--- config.mk ---
export PLATFORM = sky130hd
export DESIGN_NAME = iimg_queue
export DESIGN_NICKNAME = d
export VERILOG_FILES = /design/src/design/integral_image_8bit_assert.svh /design/src/design/iimg_pkg.sv /design/src/design/iimg_queue.sv
export SDC_FILE = /design/constraint.sdc
export NUM_CORES = 1
export LEC_CHECK = 0
export BUFFER_PORTS_ARGS = -buffer_cell sky130_fd_sc_hd__clkbuf_2
export CORE_MARGIN = 2
export CORE_UTILIZATION = 59
export CTS_CLUSTER_DIAMETER = 200
export CTS_CLUSTER_SIZE = 40
export DETAILED_ROUTE_END_ITERATION = 6
export GPL_TIMING_DRIVEN = 0
export PLACE_DENSITY = 0.93
export REMOVE_ABC_BUFFERS = 1
export SLEW_MARGIN = 0
export SYNTH_ARGS = -nofsm -noshare
export SYNTH_HDL_FRONTEND = slang
export SYNTH_SLANG_ARGS = --single-unit
--- constraint.sdc ---
create_clock -name aclk -period 2.5 [get_ports aclk]
set_input_delay 0.125 -clock aclk [delete_from_list [all_inputs] [get_ports aclk]]
set_output_delay 0.125 -clock aclk [all_outputs]
set_load 0.005 [all_outputs]
--- src/design/integral_image_8bit_assert.svh ---
// Assertion macros for the integral image block.
// Included by the top level; no other dependencies.
`ifndef INTEGRAL_IMAGE_8BIT_ASSERT_SVH
`define INTEGRAL_IMAGE_8BIT_ASSERT_SVH

`ifndef SYNTH

// Check that an expression holds on every clock edge out of reset.
`define IIMG_ASSERT_ALWAYS(label, clk, rstn, expr) \
    label: assert property (@(posedge clk) disable iff (!rstn) (expr)) \
        else $error("assertion failed: expression must always hold");

// Check that a condition implies a consequence in the same cycle.
`define IIMG_ASSERT_IMPLY(label, clk, rstn, cond, cons) \
    label: assert property (@(posedge clk) disable iff (!rstn) (cond) |-> (cons)) \
        else $error("assertion failed: implication violated");

`else

`define IIMG_ASSERT_ALWAYS(label, clk, rstn, expr)

`define IIMG_ASSERT_IMPLY(label, clk, rstn, cond, cons)

`endif

`endif

--- src/design/iimg_pkg.sv ---
// Shared types, constants and helpers for the integral image block.
// No dependencies; every design module imports this package.
package iimg_pkg;

    localparam int DEF_MAX_WIDTH  = 1024;
    localparam int DEF_MAX_HEIGHT = 1024;

    localparam int PIXEL_W    = 8;
    localparam int ROW_SUM_W  = 18;
    localparam int AREA_W     = 28;
    localparam int CFG_DATA_W = 11;
    localparam int CFG_IDX_W  = 1;
    localparam int SIZE_RESET = 1024;

    localparam int QUEUE_DEPTH = 4;
    localparam int QUEUE_PTR_W = 2;

    typedef enum logic [CFG_IDX_W-1:0] {
        CFG_IMAGE_WIDTH  = 1'b0,
        CFG_IMAGE_HEIGHT = 1'b1
    } cfg_reg_t;

    // Position flags that travel with each word.
    typedef struct packed {
        logic first_row;
        logic row_end;
        logic image_end;
    } iimg_flags_t;

    localparam int FLAGS_W = $bits(iimg_flags_t);

    // Queue status seen by the top level.
    typedef struct packed {
        logic full;
        logic empty;
    } iimg_qstat_t;

    // Last valid index for a size register: zero counts as one, large values saturate.
    function automatic int size_last(input logic [CFG_DATA_W-1:0] v, input int maxv);
        int r;
        if (v == '0) begin
            r = 0;
        end else if (int'(v) > maxv) begin
            r = maxv - 1;
        end else begin
            r = int'(v) - 1;
        end
        return r;
    endfunction

endpackage

--- src/design/iimg_queue.sv ---
// Short first-in first-out queue between the front and back parts.
// Depends on iimg_pkg.
module iimg_queue #(
    parameter int DATA_W = 8
) (
    input  logic                        aclk,
    input  logic                        aresetn,
    input  logic                        push,
    input  logic [DATA_W-1:0]           push_data,
    input  logic                        pop,
    output logic [DATA_W-1:0]           pop_data,
    output iimg_pkg::iimg_qstat_t       stat
);
    import iimg_pkg::*;

    logic [DATA_W-1:0]      entry_reg [QUEUE_DEPTH];
    logic [QUEUE_PTR_W-1:0] wr_ptr_reg, wr_ptr_next;
    logic [QUEUE_PTR_W-1:0] rd_ptr_reg, rd_ptr_next;
    logic [QUEUE_PTR_W:0]   count_reg, count_next;

    always_comb begin
        wr_ptr_next = push ? wr_ptr_reg + 1'b1 : wr_ptr_reg;
        rd_ptr_next = pop  ? rd_ptr_reg + 1'b1 : rd_ptr_reg;
        count_next  = count_reg;
        if (push && !pop) begin
            count_next = count_reg + 1'b1;
        end else if (pop && !push) begin
            count_next = count_reg - 1'b1;
        end
    end

    always_ff @(posedge aclk) begin
        if (!aresetn) begin
            wr_ptr_reg <= '0;
            rd_ptr_reg <= '0;
            count_reg  <= '0;
        end else begin
            wr_ptr_reg <= wr_ptr_next;
            rd_ptr_reg <= rd_ptr_next;
            count_reg  <= count_next;
        end
    end

    always_ff @(posedge aclk) begin
        if (push) begin
            entry_reg[wr_ptr_reg] <= push_data;
        end
    end

    assign pop_data   = entry_reg[rd_ptr_reg];
    assign stat.full  = (count_reg == (QUEUE_PTR_W+1)'(QUEUE_DEPTH));
    assign stat.empty = (count_reg == '0);

endmodule

== Word-level counts from Yosys, hierarchy flattened ==
Memory sizes are Yosys's and may differ from the RTL's. A register that Yosys moved wholly into a read port is not among the register bits.
Cells that the tools add are included.

* Bits in registers: 7
* RAM bits: 32
* Input port bits: 12
* Word-level logic and storage cells: 21
* Memories: 1

{| class="wikitable"
|+ Memory list
! name !! words !! width !! read ports !! clocked after Yosys merged registers in !! write ports !! line !! text
|-
| entry_reg || 4 || 8 || 1 || 1 || 1 || iimg_queue.sv:16 || <nowiki>logic [DATA_W-1:0] entry_reg [QUEUE_DEPTH];</nowiki>
|}

* $add $sub $neg: 4
* Equality and inequality tests: 1
* Multiplexer cells: 6
* Reductions and logical operators: 6

{| class="wikitable"
|+ Operators by type and width
! operator !! number
|-
| two-way mux 3 bit || 2
|-
| adder 2 x 1 -> 2 bit, second input constant || 2
|-
| two-way mux 2 bit || 2
|-
| adder 3 x 1 -> 3 bit, second input constant || 1
|-
| equality test 3 bit, second input constant || 1
|-
| logical NOT 3 bit || 1
|-
| subtractor 3 x 1 -> 3 bit, second input constant || 1
|-
| logical AND 1 bit || 2
|-
| logical NOT 1 bit || 2
|-
| two-way mux 1 bit || 2
|-
| nonzero test 2 bit || 1
|}

== Longest topological paths before layout ==
Gate-level depths: netlist (run 1).

* Depth after elaboration: 4
* Gate-level depth with buffers: 7
* Depth with buffers taken out: 7

== Least setup slack after synthesis (run 1) ==
Ideal clock, no wire load.

* Path type: register to register
* Start point: reg count_reg[0]
* End point: reg count_reg[2]
* Library setup time: 70 ps
* Arrival: 1342 ps
* Setup slack: 1088 ps
* Stages on the path, launching flop included: 5
* Buffers on the path: 0
* Period minus slack after synthesis: 1412 ps
* Cells stage by stage: dfxtp_1 > fa_1 > xor2_1 > or3_1 > a21boi_1

* Word-level cells in the longest chain between the ends: 3
* Elaborated cells on any way between the ends: 4

{| class="wikitable"
|+ RTL lines
! what !! line !! text
|-
| start: declaration || iimg_queue.sv:19 || <nowiki>logic [QUEUE_PTR_W:0] count_reg, count_next;</nowiki>
|-
| start signal: assignment || iimg_queue.sv:40 || <nowiki>count_reg <= count_next;</nowiki>
|-
| subtractor 3 x 1 -> 3 bit || iimg_queue.sv:28 || <nowiki>count_next = count_reg - 1'b1;</nowiki>
|-
| two-way mux 3 bit || iimg_queue.sv:27 || <nowiki>end else if (pop && !push) begin</nowiki>
|-
| two-way mux 3 bit (*) || iimg_queue.sv:25 || <nowiki>if (push && !pop) begin</nowiki>
|}

Mark *: on every way between the ends. The rest lies on a longest branch, timed or not. The select of a mux whose other input is x is not followed.
A chain may end at the register's enable or synchronous reset.

==> results of run 1 <==
[stage by stage]
step / instances / util, %
floorplan: 83 / -
global placement: 134 / 68.55
detailed placement: 134 / 68.55
CTS: 148 / 73.26
global route: 150 / 74.06
finish: 150 / 74.06
[Yosys cell counts]
library cell	instances	area [um2]
clkbuf_2	1	5.000
o21ai_0	1	5.000
xnor2_1	2	17.52
nor3_1	1	5.000
buf_6	1	11.26
and2_1	9	56.30
ha_1	5	62.56
mux2i_1	2	20.02
nand2_1	1	3.750
inv_1	4	15.01
dfxtp_1	9	180.2
a21boi_1	1	7.510
or3_1	1	6.260
nor3b_1	1	7.510
edfxtp_1	32	960.9
xor2_1	3	26.28
fa_1	1	20.02
mux4_2	8	180.2
nor2b_1	2	12.51
[logic make-up (layout without fill, tap and decap cells)]
kind of cell / count (synthesis) / after routing / share of synthesized area (%)
DFF: 41 / 41 / 71.19
and+or+nand+nor: 15 / 15 / 5.698
muxes: 10 / 10 / 12.49
adders and majority gates: 6 / 6 / 5.152
buffers and inverters: 6 / 41 / 1.951
xor gates and xnor gates: 5 / 5 / 2.733
AOI/OAI and AO/OA: 2 / 2 / 0.7805
[what timing repair did]
item / 4_1_cts / 5_1_grt
hold buffers: 6 / 2
gates resized for setup: 0 / 0
hold endpoints to repair: 22 / 5
[worst max-delay path, stage by stage (launching register included)]
cell      delay (ns)
dfxtp_1         0.67
mux4_2          0.57
clkbuf_2        0.13
[where the power goes]
group	switching [mW]	internal (mW)	total [mW]
clock network	0.192	0.139	0.330
logic	0.0684	0.0935	0.162
registers	0.0332	0.778	0.811
[layout by cell type, fill, tap and decap left out]
| cell type | instances |
|---|---|
| xor2_1 | 3 |
| nor3b_1 | 1 |
| edfxtp_1 | 32 |
| nor3_1 | 1 |
| fa_1 | 1 |
| clkbuf_4 | 5 |
| mux4_2 | 8 |
| dlygate4sd3_1 | 8 |
| a21boi_1 | 1 |
| clkbuf_1 | 2 |
| xnor2_1 | 2 |
| nor2b_1 | 2 |
| mux2i_1 | 2 |
| inv_1 | 4 |
| or3_1 | 1 |
| nand2_1 | 1 |
| and2_1 | 9 |
| clkbuf_8 | 1 |
| o21ai_0 | 1 |
| clkbuf_2 | 21 |
| ha_1 | 5 |
| dfxtp_1 | 9 |
[layout make-up]
type	instances	area, um2	area share (%)
Multi-Input combinational cell	38	430.4	23.04
Timing Repair Buffer	29	185.2	9.913
Inverter	4	15.01	0.8038
Sequential cell	41	1141	61.08
Clock buffer	8	58.81	3.148
Tap cell	30	37.54	2.009
[worst max-delay path by stage]
stage | start | slack (ns) | to | depth (start not counted)
6_report | flop | 0.67 | pop_data[2] | 2
2_1_floorplan | count_reg[0]$_SDFFE_PN0P_ | 1.09 | count_reg[2]$_SDFFE_PN0P_ | 4
4_1_cts | flop | 0.60 | pop_data[2] | 2
5_1_grt | flop | 0.54 | pop_data[2] | 2
3_5_place_dp | push | 0.89 | count_reg[2]$_SDFFE_PN0P_ | 7
3_3_place_gp | push | 0.91 | count_reg[2]$_SDFFE_PN0P_ | 7
[per-layer routing]
metal	share of wire, %	vias up	routed length [um]	GRT usage [%]
met5	0	-	0	0
met2	51	26	1239	26.55
met3	5.2	4	124	4.884
li1	-	388	-	-
met4	0.79	0	19	9.184
met1	43	387	1023	21.32
==> results.cfg, run 1 <==
[timing]
min_period_ns = 1.829
setup_violations = 0
max_freq_mhz = 546.7
fin_tns_setup_ns = 0
min_period_over_period_pct = 73.17
maxSlewViolCount = 0
setup_slack_ns = 0.6708
worstMarginPinSlew_ns = 0.5376
fin_skew_ns = 0.01131
max_slew_margin_pct = 64.11
holdWs_ns = 0.08087
rsz0062_at_grt = no
hold_viol_final = 0

[clock_network]
clk_pin_slew_ns = 0.11
htree_levels = 2
clock_latency_ns = 0.34
cts_made_buffers = 5
cts_setup_buffers = 0
cts.sink_count = 41
cts_tree = done
clockRootBuffer = clkbuf_4
cts.path.max_buffers = 2

[min_path]
whs_path_depth = 2
hold_class = primary input to flop
hold-path-endpoint = wr_ptr_reg[0]$_SDFFE_PN0P_
min-delay-start = aresetn

[logic_synthesis]
avgSynthCellArea_um2 = 18.86
ys_types = 19
ys_ff_latch = 41
netlist_instances = 85
ys_seq_area_share_pct = 71.19
yosys_warnings = 0
syn_area_mm2 = 0.001603

[finish]
area_delta_synth_final_pct = 16.55
layout-drive-gt1-share_pct = 29.17
nNetsFinal = 137
fill_cells = 151
largest_reg_flops = 32
final_area_mm2 = 0.001868
antenna_cells = 0

[floorplanning]
fp.dieH_um = 56.12
ios = 22
start_util_pct = 63.54
row_count = 18
dieWidth_um = 56.12
core-area_mm2 = 0.002522
dieArea_mm2 = 0.003149

[worst_setup_path]
critPathArrivalTime_ns = 1.70
r2r_slack_ns = 1.01
r2r-start = count_reg[0]$_SDFFE_PN0P_
worstSetupEndpointType = output port
rr_worst_depth = 4
start_kind = flop
crit_type = flop to output port
cp.required_ns = 2.38
reg2reg_to = count_reg[2]$_SDFFE_PN0P_
crit_path_max_fanout = 8

[drt]
first_iter_violations = 25
drc = 0
routedWlPerCell_um = 16.05
via_count = 805
wirelength_um = 2407
ant_nets = 0
vias_per_cell = 5.367
first_pass_iters = 4

[global_routing]
grt-ovfl-total = 0
grt_max_degree = 13
grt_pass1_vias = 768
antenna_found_initial = 0
grt_pass1_wl_um = 3795
grt_usage_pct = 16.95

[pwr]
power_density_mw_per_mm2 = 697.6
leakage_nw = 0.6942
power_mw = 1.303
ir_worst_vdd_mv = 0.5327

[placement]
hpwl_um = 1660
place_ws_ns = 0.8884
placed_area_mm2 = 0.001729
routabilityCongestion = 0.6440
io_buffers = 21

[status]
outcome = finished clean

[job]
maxCapViolCount = 0
No activity file was read; power rests on OpenSTA's default activity.
==> run 2: changes to the inputs <==
Settings changed: ABC_AREA from default to 1, CORE_UTILIZATION 59 to 55, PLACE_DENSITY 0.93 to 0.88.
Clock period 2.5 ns to 1.9 ns, I/O delays scaled along.
==> run 2 against run 1 <==
The run now ends with DRC left. Routed wire length increased by 16%. Synthesized area increased by 2.3%. Final cell count increased by 33%. Global-route usage increased by 0.51 points. Register-to-register slack got worse by 0.44 ns. Largest cell class unchanged.
==> results.cfg, run 2 <==
[timing]
max_slew_margin_pct = 73.99
rsz0062_at_grt = no
fin_tns_setup_ns = 0
min_period_ns = 1.628
fin_skew_ns = 0.02029
min_period_over_period_pct = 85.67
holdWs_ns = 0.03598
max_freq_mhz = 614.3
setup_violations = 0
setup_slack_ns = 0.2722
worstMarginPinSlew_ns = 0.3897
hold_viol_final = 0
maxSlewViolCount = 0

[clock_network]
clock_latency_ns = 0.33
cts.path.max_buffers = 2
clockRootBuffer = clkbuf_4
cts.sink_count = 41
cts_tree = done
clk_pin_slew_ns = 0.12
cts_setup_buffers = 0
htree_levels = 2
cts_made_buffers = 5

[worst_setup_path]
start_kind = flop
r2r-start = wr_ptr_reg[0]$_SDFFE_PN0P_
critical_path.cell_chain = inv_2, o21ai_0, o22ai_1, clkbuf_2
crit_path_max_fanout = 17
critPathArrivalTime_ns = 1.53
max_stage_delay_ns = 0.53
worstSetupEndpointType = output port
crit_type = flop to output port
crit_buf_inv = 2
r2r_slack_ns = 0.57
reg2reg_to = entry_reg[2][7]$_DFFE_PP_
cp.required_ns = 1.80
rr_worst_depth = 4
crit_path_top_delay_cell = dfxtp_2
cp_top_family = flip-flops

[global_routing]
antenna_found_initial = 0
grt_usage_pct = 17.46
grt_max_degree = 18
use_met3_pct = 5.275
use_met1_pct = 20.33
grt-ovfl-total = 0
grt_pass1_vias = 1022
busiest_layer = met2
grt_pass1_wl_um = 4381
gr-usage-met2_pct = 30.66

[placement]
hpwl_um = 1827
routabilityCongestion = 0.8397
io_buffers = 21
dp.cells = 184
place_ws_ns = 0.3751

[job]
maxCapViolCount = 0

[logic_synthesis]
synth_top_flop_cell = edfxtp_1
ys_seq_area_share_pct = 69.62
ys_async_sr_fraction_pct = 0
avgSynthCellArea_um2 = 12.23
yosys.area.top_type = edfxtp_1
yosys_warnings = 0
ys_types = 18
synth_commonest_cells = 32 x edfxtp_1, 18 x nor2_1, 18 x o21ai_0, 16 x inv_1
ys_ff_latch = 41
syn_area_mm2 = 0.001639
yosysMostFrequentCell = edfxtp_1
synth_edf_count = 32
synthTopCellsByArea = edfxtp_1 59%, dfxtp_1 11%, o21ai_0 5.5%
netlist_instances = 134
netlist.area_leader.share_pct = 58.63

[pwr]
seq_power_share_pct = 59.1
p_sw_uw = 397.0
ir_worst_vdd_mv = 0.6751
pwr-share-comb_pct = 11.2
p_int_mw = 1.373
leakage_nw = 0.7783
p_clk_share_pct = 29.7
power_density_mw_per_mm2 = 923.3
netSwitchingFraction_pct = 22.44

[min_path]
min-delay-start = aresetn
hold_class = primary input to flop
whs_path_depth = 3
hold-path-endpoint = count_reg[2]$_SDFFE_PN0P_

[drt]
via_count = 1075
ant_nets = 0
wirelength_um = 2795
first_pass_iters = 6
routedWlPerCell_um = 13.98
first_iter_violations = 60
drc = 1
vias_per_cell = 5.375

[floorplanning]
fp.dieH_um = 58.59
start_util_pct = 58.43
core-area_mm2 = 0.002805
dieArea_mm2 = 0.003433
dieWidth_um = 58.59
ios = 22
row_count = 19

[finish]
final_common_cell = edfxtp_1
mostFrequentLayoutCells = 32 x edfxtp_1, 21 x clkbuf_2, 18 x nor2_1, 18 x o21ai_0, 16 x inv_1
area_delta_synth_final_pct = 16.95
fin_util_pct = 68.33
largest_reg_flops = 32
nNetsFinal = 186
stdcell_count = 200
antenna_cells = 0
layout-drive-gt1-share_pct = 20.12

[status]
outcome = finished with violations
violations = DRC
[run 2: cell count changes after synthesis, sizes merged, moves of 3 or more]
cell,change
nor2,+21
o21ai,+21
inv,+13
and2,-9
mux4,-8
nand2,+8
o22ai,+8
a21oi,+4
xor2,-3
[run 2: cells by family after synthesis]
kind of cell | synth area share [%]
DFF | 69.62
and+or+nand+nor | 8.626
buffers and inverters | 5.267
adders and majority gates | 5.038
AOI/OAI and AO/OA | 11.45
[run 2: worst max-delay path by stage]
| stage | startpoint | end | slack, ns | cells past startpoint |
|---|---|---|---|---|
| after CTS | flop | pop_data[3] | 0.003 | 4 |
| after global placement | flop | pop_data[0] | 0.47 | 4 |
| after detailed placement | flop | pop_data[3] | 0.38 | 4 |
| after floorplan | count_reg[0]$_SDFFE_PN0P_ | count_reg[2]$_SDFFE_PN0P_ | 0.75 | 7 |
| final | flop | pop_data[3] | 0.27 | 4 |
| after global routing | flop | pop_data[3] | 0.07 | 4 |
[run 2: timing repair]
action / 4_1_cts / 5_1_grt
gates resized for setup: 0 / 1
setup endpoints to repair: 0 / 7
hold buffers: 8 / 0
hold endpoints to repair: 32 / 0
[run 2: worst min-delay path: cells and delay by family]
kind	cells	cell delay (ns)
buffers and inverters	1	0.13
and+or+nand+nor	2	0.12
[run 2: layout make-up]
class,instances,area [um2]
Sequential cell,41,1142
Multi-Input combinational cell,74,411.6
Fill cell,198,888.4
Inverter,17,63.81
Clock buffer,6,41.29
Clock inverter,2,33.78
Tap cell,31,38.79
Timing Repair Buffer,29,185.2
[run 2: metal layers]
layer	up-vias	part of all wire, %
met2	41	51
met5	-	0
met3	2	6.3
met4	0	0.72
met1	499	42
li1	533	-
[run 2: per-stage QoR]
| stage | power [mW] | area [um2] |
|---|---|---|
| floorplan | 1.165 | 1617 |
| global route | 1.850 | 1917 |
| detailed placement | 1.250 | 1760 |
| global placement | 1.234 | 1760 |
| finish | 1.770 | 1917 |
| CTS | 1.778 | 1916 |
[run 2: power by group through the flow]
| stage | logic [mW] | registers [mW] | clock network [mW] |
|---|---|---|---|
| 2_1_floorplan | 0.108 | 1.06 | 0 |
| 3_3_place_gp | 0.171 | 1.06 | 0 |
| 3_5_place_dp | 0.184 | 1.07 | 0 |
| 4_1_cts | 0.198 | 1.05 | 0.535 |
| 5_1_grt | 0.226 | 1.05 | 0.573 |
| 6_report | 0.198 | 1.05 | 0.526 |
