--- src/design/integral_image_8bit_assert.svh ---
// Assertion macros for the integral image block.
// Included by the top level; no other dependencies.
`ifndef INTEGRAL_IMAGE_8BIT_ASSERT_SVH
`define INTEGRAL_IMAGE_8BIT_ASSERT_SVH

`ifndef SYNTH

// Check that an expression holds on every clock edge out of reset.
`define IIMG_ASSERT_ALWAYS(label, clk, rstn, expr) \
    label: assert property (@(posedge clk) disable iff (!rstn) (expr)) \
        else $error("assertion failed: expression must always hold");

// Check that a condition implies a consequence in the same cycle.
`define IIMG_ASSERT_IMPLY(label, clk, rstn, cond, cons) \
    label: assert property (@(posedge clk) disable iff (!rstn) (cond) |-> (cons)) \
        else $error("assertion failed: implication violated");

`else

`define IIMG_ASSERT_ALWAYS(label, clk, rstn, expr)

`define IIMG_ASSERT_IMPLY(label, clk, rstn, cond, cons)

`endif

`endif

--- src/design/iimg_pkg.sv ---
// Shared types, constants and helpers for the integral image block.
// No dependencies; every design module imports this package.
package iimg_pkg;

    localparam int DEF_MAX_WIDTH  = 1024;
    localparam int DEF_MAX_HEIGHT = 1024;

    localparam int PIXEL_W    = 8;
    localparam int ROW_SUM_W  = 18;
    localparam int AREA_W     = 28;
    localparam int CFG_DATA_W = 11;
    localparam int CFG_IDX_W  = 1;
    localparam int SIZE_RESET = 1024;

    localparam int QUEUE_DEPTH = 4;
    localparam int QUEUE_PTR_W = 2;

    typedef enum logic [CFG_IDX_W-1:0] {
        CFG_IMAGE_WIDTH  = 1'b0,
        CFG_IMAGE_HEIGHT = 1'b1
    } cfg_reg_t;

    // Position flags that travel with each word.
    typedef struct packed {
        logic first_row;
        logic row_end;
        logic image_end;
    } iimg_flags_t;

    localparam int FLAGS_W = $bits(iimg_flags_t);

    // Queue status seen by the top level.
    typedef struct packed {
        logic full;
        logic empty;
    } iimg_qstat_t;

    // Last valid index for a size register: zero counts as one, large values saturate.
    function automatic int size_last(input logic [CFG_DATA_W-1:0] v, input int maxv);
        int r;
        if (v == '0) begin
            r = 0;
        end else if (int'(v) > maxv) begin
            r = maxv - 1;
        end else begin
            r = int'(v) - 1;
        end
        return r;
    endfunction

endpackage

--- src/design/iimg_front.sv ---
// Front part: holds the size registers and position counters, tags each pixel.
// Depends on iimg_pkg.
module iimg_front #(
    parameter int MAX_WIDTH  = iimg_pkg::DEF_MAX_WIDTH,
    parameter int MAX_HEIGHT = iimg_pkg::DEF_MAX_HEIGHT
) (
    input  logic                                    aclk,
    input  logic                                    aresetn,
    input  logic                                    cfg_wr_en,
    input  logic [iimg_pkg::CFG_IDX_W-1:0]          cfg_index,
    input  logic [iimg_pkg::CFG_DATA_W-1:0]         cfg_data,
    input  logic                                    push,
    input  logic [iimg_pkg::PIXEL_W-1:0]            pixel,
    output logic [$clog2(MAX_WIDTH)-1:0]            item_col,
    output logic [iimg_pkg::ROW_SUM_W-1:0]          item_rsum,
    output iimg_pkg::iimg_flags_t                   item_flags
);
    import iimg_pkg::*;

    localparam int COL_W = $clog2(MAX_WIDTH);
    localparam int ROW_W = $clog2(MAX_HEIGHT);
    localparam int SIZE_RESET_W = (SIZE_RESET < MAX_WIDTH) ? SIZE_RESET : MAX_WIDTH;
    localparam int SIZE_RESET_H = (SIZE_RESET < MAX_HEIGHT) ? SIZE_RESET : MAX_HEIGHT;

    logic [COL_W-1:0]     last_col_reg, last_col_next;
    logic [ROW_W-1:0]     last_row_reg, last_row_next;
    logic [COL_W-1:0]     col_reg, col_next;
    logic [ROW_W-1:0]     row_reg, row_next;
    logic [ROW_SUM_W-1:0] rsum_reg, rsum_next;
    logic [ROW_SUM_W-1:0] rsum_sum;
    logic                 row_end;
    logic                 image_end;

    always_comb begin
        last_col_next = last_col_reg;
        last_row_next = last_row_reg;
        if (cfg_wr_en) begin
            case (cfg_reg_t'(cfg_index))
                CFG_IMAGE_WIDTH:  last_col_next = COL_W'(size_last(cfg_data, MAX_WIDTH));
                CFG_IMAGE_HEIGHT: last_row_next = ROW_W'(size_last(cfg_data, MAX_HEIGHT));
                default: ;
            endcase
        end
    end

    // A position past a shrunk size counts as the last one.
    assign row_end   = (col_reg >= last_col_reg);
    assign image_end = row_end && (row_reg >= last_row_reg);
    assign rsum_sum  = rsum_reg + ROW_SUM_W'(pixel);

    always_comb begin
        col_next  = col_reg;
        row_next  = row_reg;
        rsum_next = rsum_reg;
        if (push) begin
            if (row_end) begin
                col_next  = '0;
                rsum_next = '0;
                row_next  = image_end ? '0 : row_reg + 1'b1;
            end else begin
                col_next  = col_reg + 1'b1;
                rsum_next = rsum_sum;
            end
        end
    end

    always_ff @(posedge aclk) begin
        if (!aresetn) begin
            last_col_reg <= COL_W'(SIZE_RESET_W - 1);
            last_row_reg <= ROW_W'(SIZE_RESET_H - 1);
            col_reg      <= '0;
            row_reg      <= '0;
            rsum_reg     <= '0;
        end else begin
            last_col_reg <= last_col_next;
            last_row_reg <= last_row_next;
            col_reg      <= col_next;
            row_reg      <= row_next;
            rsum_reg     <= rsum_next;
        end
    end

    assign item_col             = col_reg;
    assign item_rsum            = rsum_sum;
    assign item_flags.first_row = (row_reg == '0);
    assign item_flags.row_end   = row_end;
    assign item_flags.image_end = image_end;

endmodule

--- config.mk ---
export PLATFORM = sky130hd
export DESIGN_NAME = iimg_front
export DESIGN_NICKNAME = d
export VERILOG_FILES = /design/src/design/integral_image_8bit_assert.svh /design/src/design/iimg_pkg.sv /design/src/design/iimg_front.sv
export SDC_FILE = /design/constraint.sdc
export NUM_CORES = 1
export LEC_CHECK = 0
export BUFFER_PORTS_ARGS = -buffer_cell sky130_fd_sc_hd__buf_2
export CAP_MARGIN = 20
export CORE_MARGIN = 2
export CORE_UTILIZATION = 54
export CTS_BUF_LIST = sky130_fd_sc_hd__clkbuf_8
export DETAILED_ROUTE_END_ITERATION = 8
export PLACE_DENSITY = 0.79
export SYNTH_ARGS = -nofsm -noshare
export SYNTH_HDL_FRONTEND = slang
export SYNTH_SLANG_ARGS = --single-unit
--- constraint.sdc ---
create_clock -name aclk -period 2.3 [get_ports aclk]
set_input_delay 0.46 -clock aclk [delete_from_list [all_inputs] [get_ports aclk]]
set_output_delay 0.46 -clock aclk [all_outputs]
set_load 0.1 [all_outputs]
=== Yosys cells after proc, flatten, opt, wreduce, memory -nomap -nowiden ===
Cells that the tools add are included.

* Register bits: 58
* Bits of input ports: 24
* Output and inout port bits: 31
* Word-level logic and storage cells: 24

* Add/sub/neg operators: 4
* Order comparisons: 3
* Multiplexer cells: 5
* Bitwise logic cells: 1
* Reduce and logical (&&, ||, !) cells: 6

{| class="wikitable"
|+ Operator list
! kind !! count
|-
| $mux 10 || 4
|-
| $add 10x1->10 const B || 2
|-
| $ge 10x10->1 || 2
|-
| $add 18x8->18 || 1
|-
| $mux 18 || 1
|-
| $gt 11x11->1 const B || 1
|-
| $logic_not 11->1 || 1
|-
| $logic_not 10->1 || 1
|-
| $sub 10x1->10 const B || 1
|-
| $reduce_and 2->1 || 3
|-
| $logic_and 1x1->1 || 1
|-
| $not 1->1 || 1
|}

=== Longest topological paths before layout ===
Gate-level depths: netlist (run 1).

* Word-level depth: 3
* Mapped depth: 10
* Mapped depth without buffers: 9

=== Worst setup path after synthesis (run 1) ===
OpenSTA, ideal clock, no wires.

* Kind: reg-to-output
* From: register row_reg[4]
* To: output item_flags[2] (netlist bit)
* Arrival time: 3.513 ns
* Required time: 1.840 ns
* Slack: -1.673 ns
* Stages on the path, launching flop included: 4
* Path buffers: 0
* Path through: dfxtp_1 -> nor4_1 -> nand3b_1 -> nor4_1

{| class="wikitable"
|+ RTL lines
! item !! RTL line !! text
|-
| from (decl) || iimg_front.sv:28 || <nowiki>logic [ROW_W-1:0] row_reg, row_next;</nowiki>
|-
| from (signal assigned) || iimg_front.sv:78 || <nowiki>row_reg <= row_next;</nowiki>
|-
| to (decl) || iimg_front.sv:16 || <nowiki>output iimg_pkg::iimg_flags_t item_flags</nowiki>
|}

=== Worst setup path in the final report (run 1) ===
* From: register rsum_reg[0]
* To: output item_rsum[10] (netlist bit)

* Cells in the longest elaborated chain, start to end: 1

{| class="wikitable"
|+ RTL lines
! item !! RTL line !! text
|-
| from (decl) || iimg_front.sv:29 || <nowiki>logic [ROW_SUM_W-1:0] rsum_reg, rsum_next;</nowiki>
|-
| from (signal assigned) || iimg_front.sv:79 || <nowiki>rsum_reg <= rsum_next;</nowiki>
|-
| $add 18x8->18 || iimg_front.sv:49 || <nowiki>assign rsum_sum = rsum_reg + ROW_SUM_W'(pixel);</nowiki>
|-
| to (decl) || iimg_front.sv:15 || <nowiki>output logic [iimg_pkg::ROW_SUM_W-1:0] item_rsum,</nowiki>
|}

Every way passes these cells.

==> flow_metrics.tcl, run 1 <==
set metrics [dict create \
    status "finished, violations left" \
    violations "negative setup slack" \
    seq_area_frac_synth_pct 31.24 \
    drtIter0Drc 402 \
    grt_pass1_vias 4173 \
    setup_ws_ps -639.7 \
    ir_worst_vdd_mv 0.3494 \
    syn_inst 473 \
    postSynth.asyncResetShare_pct 0 \
    grt_max_degree 29 \
    rsz0062_at_grt "yes" \
    yosys_warnings 0 \
    overflow 0 \
    htree_levels 3 \
    post-route-period-util_pct 127.8 \
    p_comb_share_pct 41.5 \
    clkPwrFrac_pct 26.7 \
    end_kind "output pin" \
    rows 30 \
    r2r_slack_ps -300 \
    stdcell_area_um2 6001 \
    grt_first_pass_wirelength_um 19540 \
    clk_pin_slew_ps 80 \
    cp_max_fo 4 \
    hold_path_end "last_row_reg[9]" \
    postCtsHoldBufs 0 \
    worstSetupPathType "flip-flop to output pin" \
    dpl_cell_area_um2 5249 \
    gp_congestion 0.8642 \
    synth_common_cells "dfxtp_1 (58), nand2_1 (51), a21oi_1 (41), inv_1 (36), nand3_1 (36)" \
    maxCapViolCount 0 \
    min_from "cfg_wr_en" \
    ys_seq_elements 58 \
    avgSynthCellArea_um2 7.859 \
    diodes 0 \
    sw_frac_of_total_pct 39.14 \
    vias 4628 \
    die_y_um 86.97 \
    yosys.cell_types.count 55 \
    required_ps 1840 \
    setup_viol 34 \
    via_per_inst 6.727 \
    fp.dieW_um 86.97 \
    clock_sinks 58 \
    yosysMostFrequentCell "dfxtp_1" \
    hpwl_um 7833 \
    nets 661 \
    drive_above_1_share_pct 44.90 \
    clockRootBuffer "clkbuf_8" \
    fin_crit_ps 2940 \
    synth-main-ff-cell "dfxtp_1" \
    syn2layout_area_growth_pct 61.43 \
    port_buffers 54 \
    antenna_found_initial 0 \
    pwr-share-seq_pct 31.7 \
    cts_buffers 9 \
    power.density_nw_per_um2 568.0 \
    report.final.slew_viol_count 0 \
    tritoncts "done" \
    cp_data_arrival_time_ps 2480 \
    yosys-mux-area-fraction_pct 0 \
    synthAdderAreaFrac_pct 11.65 \
    p_int_w 0.002074 \
    leakage_nw 2.637 \
    synth_largest_area_cell "dfxtp_1" \
    slew_headroom_pct 48.33 \
    synth_area_um2 3717 \
    clockBufferDepth 2 \
    final_hold_viol_count 0 \
    holdPathStages 3 \
    synth-xor-area-share_pct 5.890 \
    met2_usage_pct 58.78 \
    hold_path.class "input port to flip-flop" \
    initial_core_util_pct 55.33 \
    synth-compound-area-share_pct 21.14 \
    grt_busiest_layer "met2" \
    tightest_slew_ps 775.1 \
    clock_skew_ps 12.14 \
    synth_top_family_by_area "simple AND/OR/NAND/NOR gates" \
    met3_usage_pct 7.204 \
    fmax_mhz 340.2 \
    drtAntennaViolNets 0 \
    routed_wl_um 15610 \
    first_pass_iters 5 \
    yosys-top-cells-area "dfxtp_1 (31%), ha_1 (11%), a21oi_1 (5.5%), nand2_1 (5.1%), nand3_1 (4.8%)" \
    finalPower_w 0.003408 \
    core_area_um2 6719 \
    grt_use_total_pct 33.08 \
    r2r_cells 10 \
    avgRoutedWirePerCell_um 22.69 \
    worstSetupStartpointType "flip-flop" \
    largest_register_ffs 18 \
    synth_nets 531 \
    clk_latency_ps 360 \
    drcViolationCount 0 \
    fin_util_pct 89.31 \
    p_switching_w 0.001334 \
    met1_usage_pct 37.08 \
    die-area_um2 7564 \
    rr_startpoint "rsum_reg[0]" \
    pin_count 55 \
    synth-simple-area-share_pct 23.80 \
    synth-edff-count 0 \
    r2r_end "rsum_reg[10]" \
    yosys.area.top_type_share_pct 31.24 \
]
per-layer routing:
metal,vias up,part of all wire [%]
li1,1970,-
met1,2132,35
met2,377,47
met3,149,9.0
met4,0,9.3
met5,-,0
kinds of logic after synthesis:
| kind of cell | count (synthesis) |
|---|---|
| simple gates | 175 |
| flops | 58 |
| compound gates | 123 |
| fa+ha+maj | 34 |
| buf+inv | 58 |
| xor+xnor | 25 |
placed cells by master, fill, tap and decap left out, types with 16 or more instances in the layout:
cell type and instances:
inv_1 33, buf_12 19, nor2_1 16, ha_1 21
buf_4 79, buf_2 34, nand3_1 33, nand2_1 48
dfxtp_1 39, o21ai_0 16, a21oi_1 36
critical path, stage by stage (launching register included):
cell and delay (ps):
dfxtp_2 360, ha_4 140, inv_2 40, fa_2 370, nor2b_4 170, o2111ai_4 160, a21boi_2 190, o211ai_1 240
xnor2_4 260, buf_12 190
worst max-delay path by stage:
stage	from	endpoint	slack, ps
2_1_floorplan	pixel[4]	item_rsum[7]	-930
3_3_place_gp	pixel[0]	item_rsum[10]	-550
3_5_place_dp	pixel[0]	item_rsum[10]	-600
4_1_cts	rsum_reg[0]	item_rsum[10]	-590
5_1_grt	rsum_reg[0]	item_rsum[10]	-690
6_report	rsum_reg[0]	item_rsum[10]	-640
power by group through the flow:
stage / logic (W) / registers, W / clock network [W]
2_1_floorplan: 0.000740 / 0.00111 / 0
3_3_place_gp: 0.00113 / 0.00109 / 0
3_5_place_dp: 0.00116 / 0.00109 / 0
4_1_cts: 0.00123 / 0.00107 / 0.000882
5_1_grt: 0.00145 / 0.00108 / 0.000940
6_report: 0.00142 / 0.00108 / 0.000911
stage by stage:
stage / cells / setup TNS [ps] / hold WS (ps) / setup slack, ps
floorplan: 473 / -9066 / 435.6 / -930.1
global placement: 648 / -8134 / 442.5 / -546.4
detailed placement: 648 / -10310 / 454.9 / -600.3
CTS: 675 / -7448 / 351.7 / -594.9
global route: 688 / -10580 / 397.0 / -692.5
finish: 688 / -9461 / 343.7 / -639.7
layout make-up:
| cell class | instances | area, um^2 |
|---|---|---|
| clock buffers | 12 | 165.2 |
| clock inverters | 4 | 17.52 |
| fillers | 274 | 718.2 |
| inverters | 37 | 141.4 |
| multi-input cells | 357 | 3122 |
| flip-flops and latches | 58 | 1207 |
| well taps | 80 | 100.1 |
| repair buffers | 140 | 1247 |
what timing repair did:
action / 4_1_cts / 5_1_grt
endpoints found under the setup margin: 27 / 44
gates cloned: 0 / 1
pin swaps: 18 / 34
gates resized for setup: 48 / 49
setup buffers: 11 / 14
Power figures use the tool's default switching activity.
==> inputs of run 2 (changes only) <==
CORE_MARGIN = 8   (was 2)
==> run 2 against run 1 <==
Net effect:
- the run still ends with negative setup slack left
- utilization increased by 0.13 points
- fmax down 4.4%
- critical endpoint is now item_rsum[14]
- clock power increased by 21%
- first-iteration DRC count increased by 39%
- sequential power about the same
- sequential share of layout area about the same
- combinational power is 6% lower
- clock skew grew 2.2 ps
- count of clock-buffer cells in the layout decreased by 2
- sequential cell count stayed put
==> flow_metrics.tcl, run 2 (synthesis results as in run 1) <==
set metrics [dict create \
    ir_worst_vdd_mv 0.3636 \
    regArea_um2 1209 \
    clk_pin_slew_ps 70 \
    cp.buffers_inverters 3 \
    cp_data_arrival_time_ps 2620 \
    clk_latency_ps 350 \
    grt_pass1_vias 4546 \
    hpwl_um 8153 \
    cp_max_fo 3 \
    worstSetupPathType "flip-flop to output pin" \
    grt_use_total_pct 26.66 \
    slew_headroom_pct 54.79 \
    stdcell_area_um2 6010 \
    postCtsHoldBufs 0 \
    final_hold_viol_count 0 \
    critPathMaxStageDelay_ps 380 \
    drtAntennaViolNets 0 \
    port_buffers 54 \
    violations "negative setup slack" \
    fin_crit_ps 3076 \
    crit_chain "ha_4 > inv_2 > fa_2 > nor2b_4 > o2111ai_2 > buf_4 > and3_4 > nor2_4 > xor2_4 > buf_12" \
    multiInputGateArea_um2 3099 \
    fmax_mhz 325.1 \
    drtIter0Drc 560 \
    leakage_nw 2.631 \
    routed_wl_um 15840 \
    first_pass_iters 5 \
    die_y_um 98.97 \
    hold_slack_ps 354.1 \
    nets 662 \
    fillers 271 \
    maxCapViolCount 0 \
    report.final.slew_viol_count 0 \
    overflow 0 \
    clock_sinks 58 \
    end_kind "output pin" \
    final_cell_mix "buf_4 (79), nand2_1 (48), a21oi_1 (38), dfxtp_1 (38), buf_2 (34)" \
    dpl_cell_area_um2 5301 \
    core_area_um2 6719 \
    worstSetupStartpointType "flip-flop" \
    power.density_nw_per_um2 585.1 \
    hold_path.class "input port to flip-flop" \
    required_ps 1840 \
    htree_levels 3 \
    tritoncts "done" \
    fp.dieW_um 98.97 \
    rows 30 \
    critPathTopFamily "adder cells" \
    setup_viol 34 \
    syn2layout_area_growth_pct 61.66 \
    avgRoutedWirePerCell_um 22.99 \
    final_common_cell "buf_4" \
    tightest_slew_ps 678.1 \
    antenna_found_initial 0 \
    grt_max_degree 29 \
    rsz0062_at_grt "yes" \
    status "finished, violations left" \
    largest_register_ffs 18 \
    cts_buffers 9 \
    gp_congestion 0.8994 \
    diodes 0 \
    clockBufferDepth 2 \
    vias 4596 \
    cp_slowest_cell "fa_2" \
    setup_ws_ps -775.6 \
    die-area_um2 9795 \
    pin_count 55 \
    clockRootBuffer "clkbuf_8" \
    grt_first_pass_wirelength_um 21180 \
    drive_above_1_share_pct 44.99 \
    drcViolationCount 0 \
    post-route-period-util_pct 133.7 \
    clock_skew_ps 14.39 \
    initial_core_util_pct 55.33 \
    via_per_inst 6.671 \
]
-- run 2: cell types whose count changed in the layout (fill, tap and decap cells not counted), sizes merged --
cell    previous run  this run
clkbuf            13        10
buf              139       141
bufinv             0         2
clkinv             3         5
inv               38        36
-- run 2: worst paths after layout --
path / end / cells after the start / start / slack [ps]
max: item_rsum[14] / 10 / rsum_reg[0] / -780
min: last_row_reg[9] / 3 / cfg_wr_en / 350
max reg2reg: rsum_reg[13] / 9 / last_col_reg[4] / -270
min reg2reg: last_col_reg[6] / 2 / last_col_reg[6] / 470
-- run 2: timing repair --
action,CTS,global route
pin swaps,25,24
setup buffers,14,7
setup endpoints to repair,38,48
gates cloned,2,0
gates resized for setup,62,34
-- run 2: layout make-up --
class,count,share of cell area [%]
multi-input combinational,357,51.57
clock inverter,6,1.333
timing repair buffer,141,20.72
inverter,37,2.311
sequential,58,20.11
clock buffer,10,2.290
tap,80,1.666
-- run 2: power breakdown --
part | total, W | switching (W) | internal, W
registers | 0.00108 | 0.0000354 | 0.00104
logic | 0.00134 | 0.000824 | 0.000516
clock network | 0.00110 | 0.000466 | 0.000632
-- run 2: routing by layer --
| layer | global-route usage [%] | share of wire [%] | wire (um) |
|---|---|---|---|
| met1 | 27.15 | 35 | 5514 |
| met2 | 47.66 | 49 | 7812 |
| met3 | 6.977 | 8.8 | 1397 |
| met4 | 16.29 | 7.0 | 1113 |
| met5 | 0 | 0 | 0 |
-- run 2: worst reg2reg max path: stages, from the launching register on --
cell and delay (ps):
dfxtp_2 340, inv_2 50, ha_4 220, a21oi_2 130, a211oi_2 80, a2111o_1 450, buf_6 170, or3_4 450
or4_4 450, o21ai_2 130
-- run 2: per-stage QoR --
step	setup TNS, ps	cells	total power [W]	util (%)	setup WS (ps)
finish	-10900	689	0.003516	89.44	-775.6
global route	-12590	689	0.003617	89.44	-833.9
CTS	-7627	685	0.003373	87.36	-594.5
detailed placement	-9248	655	0.002262	78.90	-525.8
global placement	-7370	655	0.002231	78.90	-487.3
floorplan	-9066	473	0.001846	-	-930.1
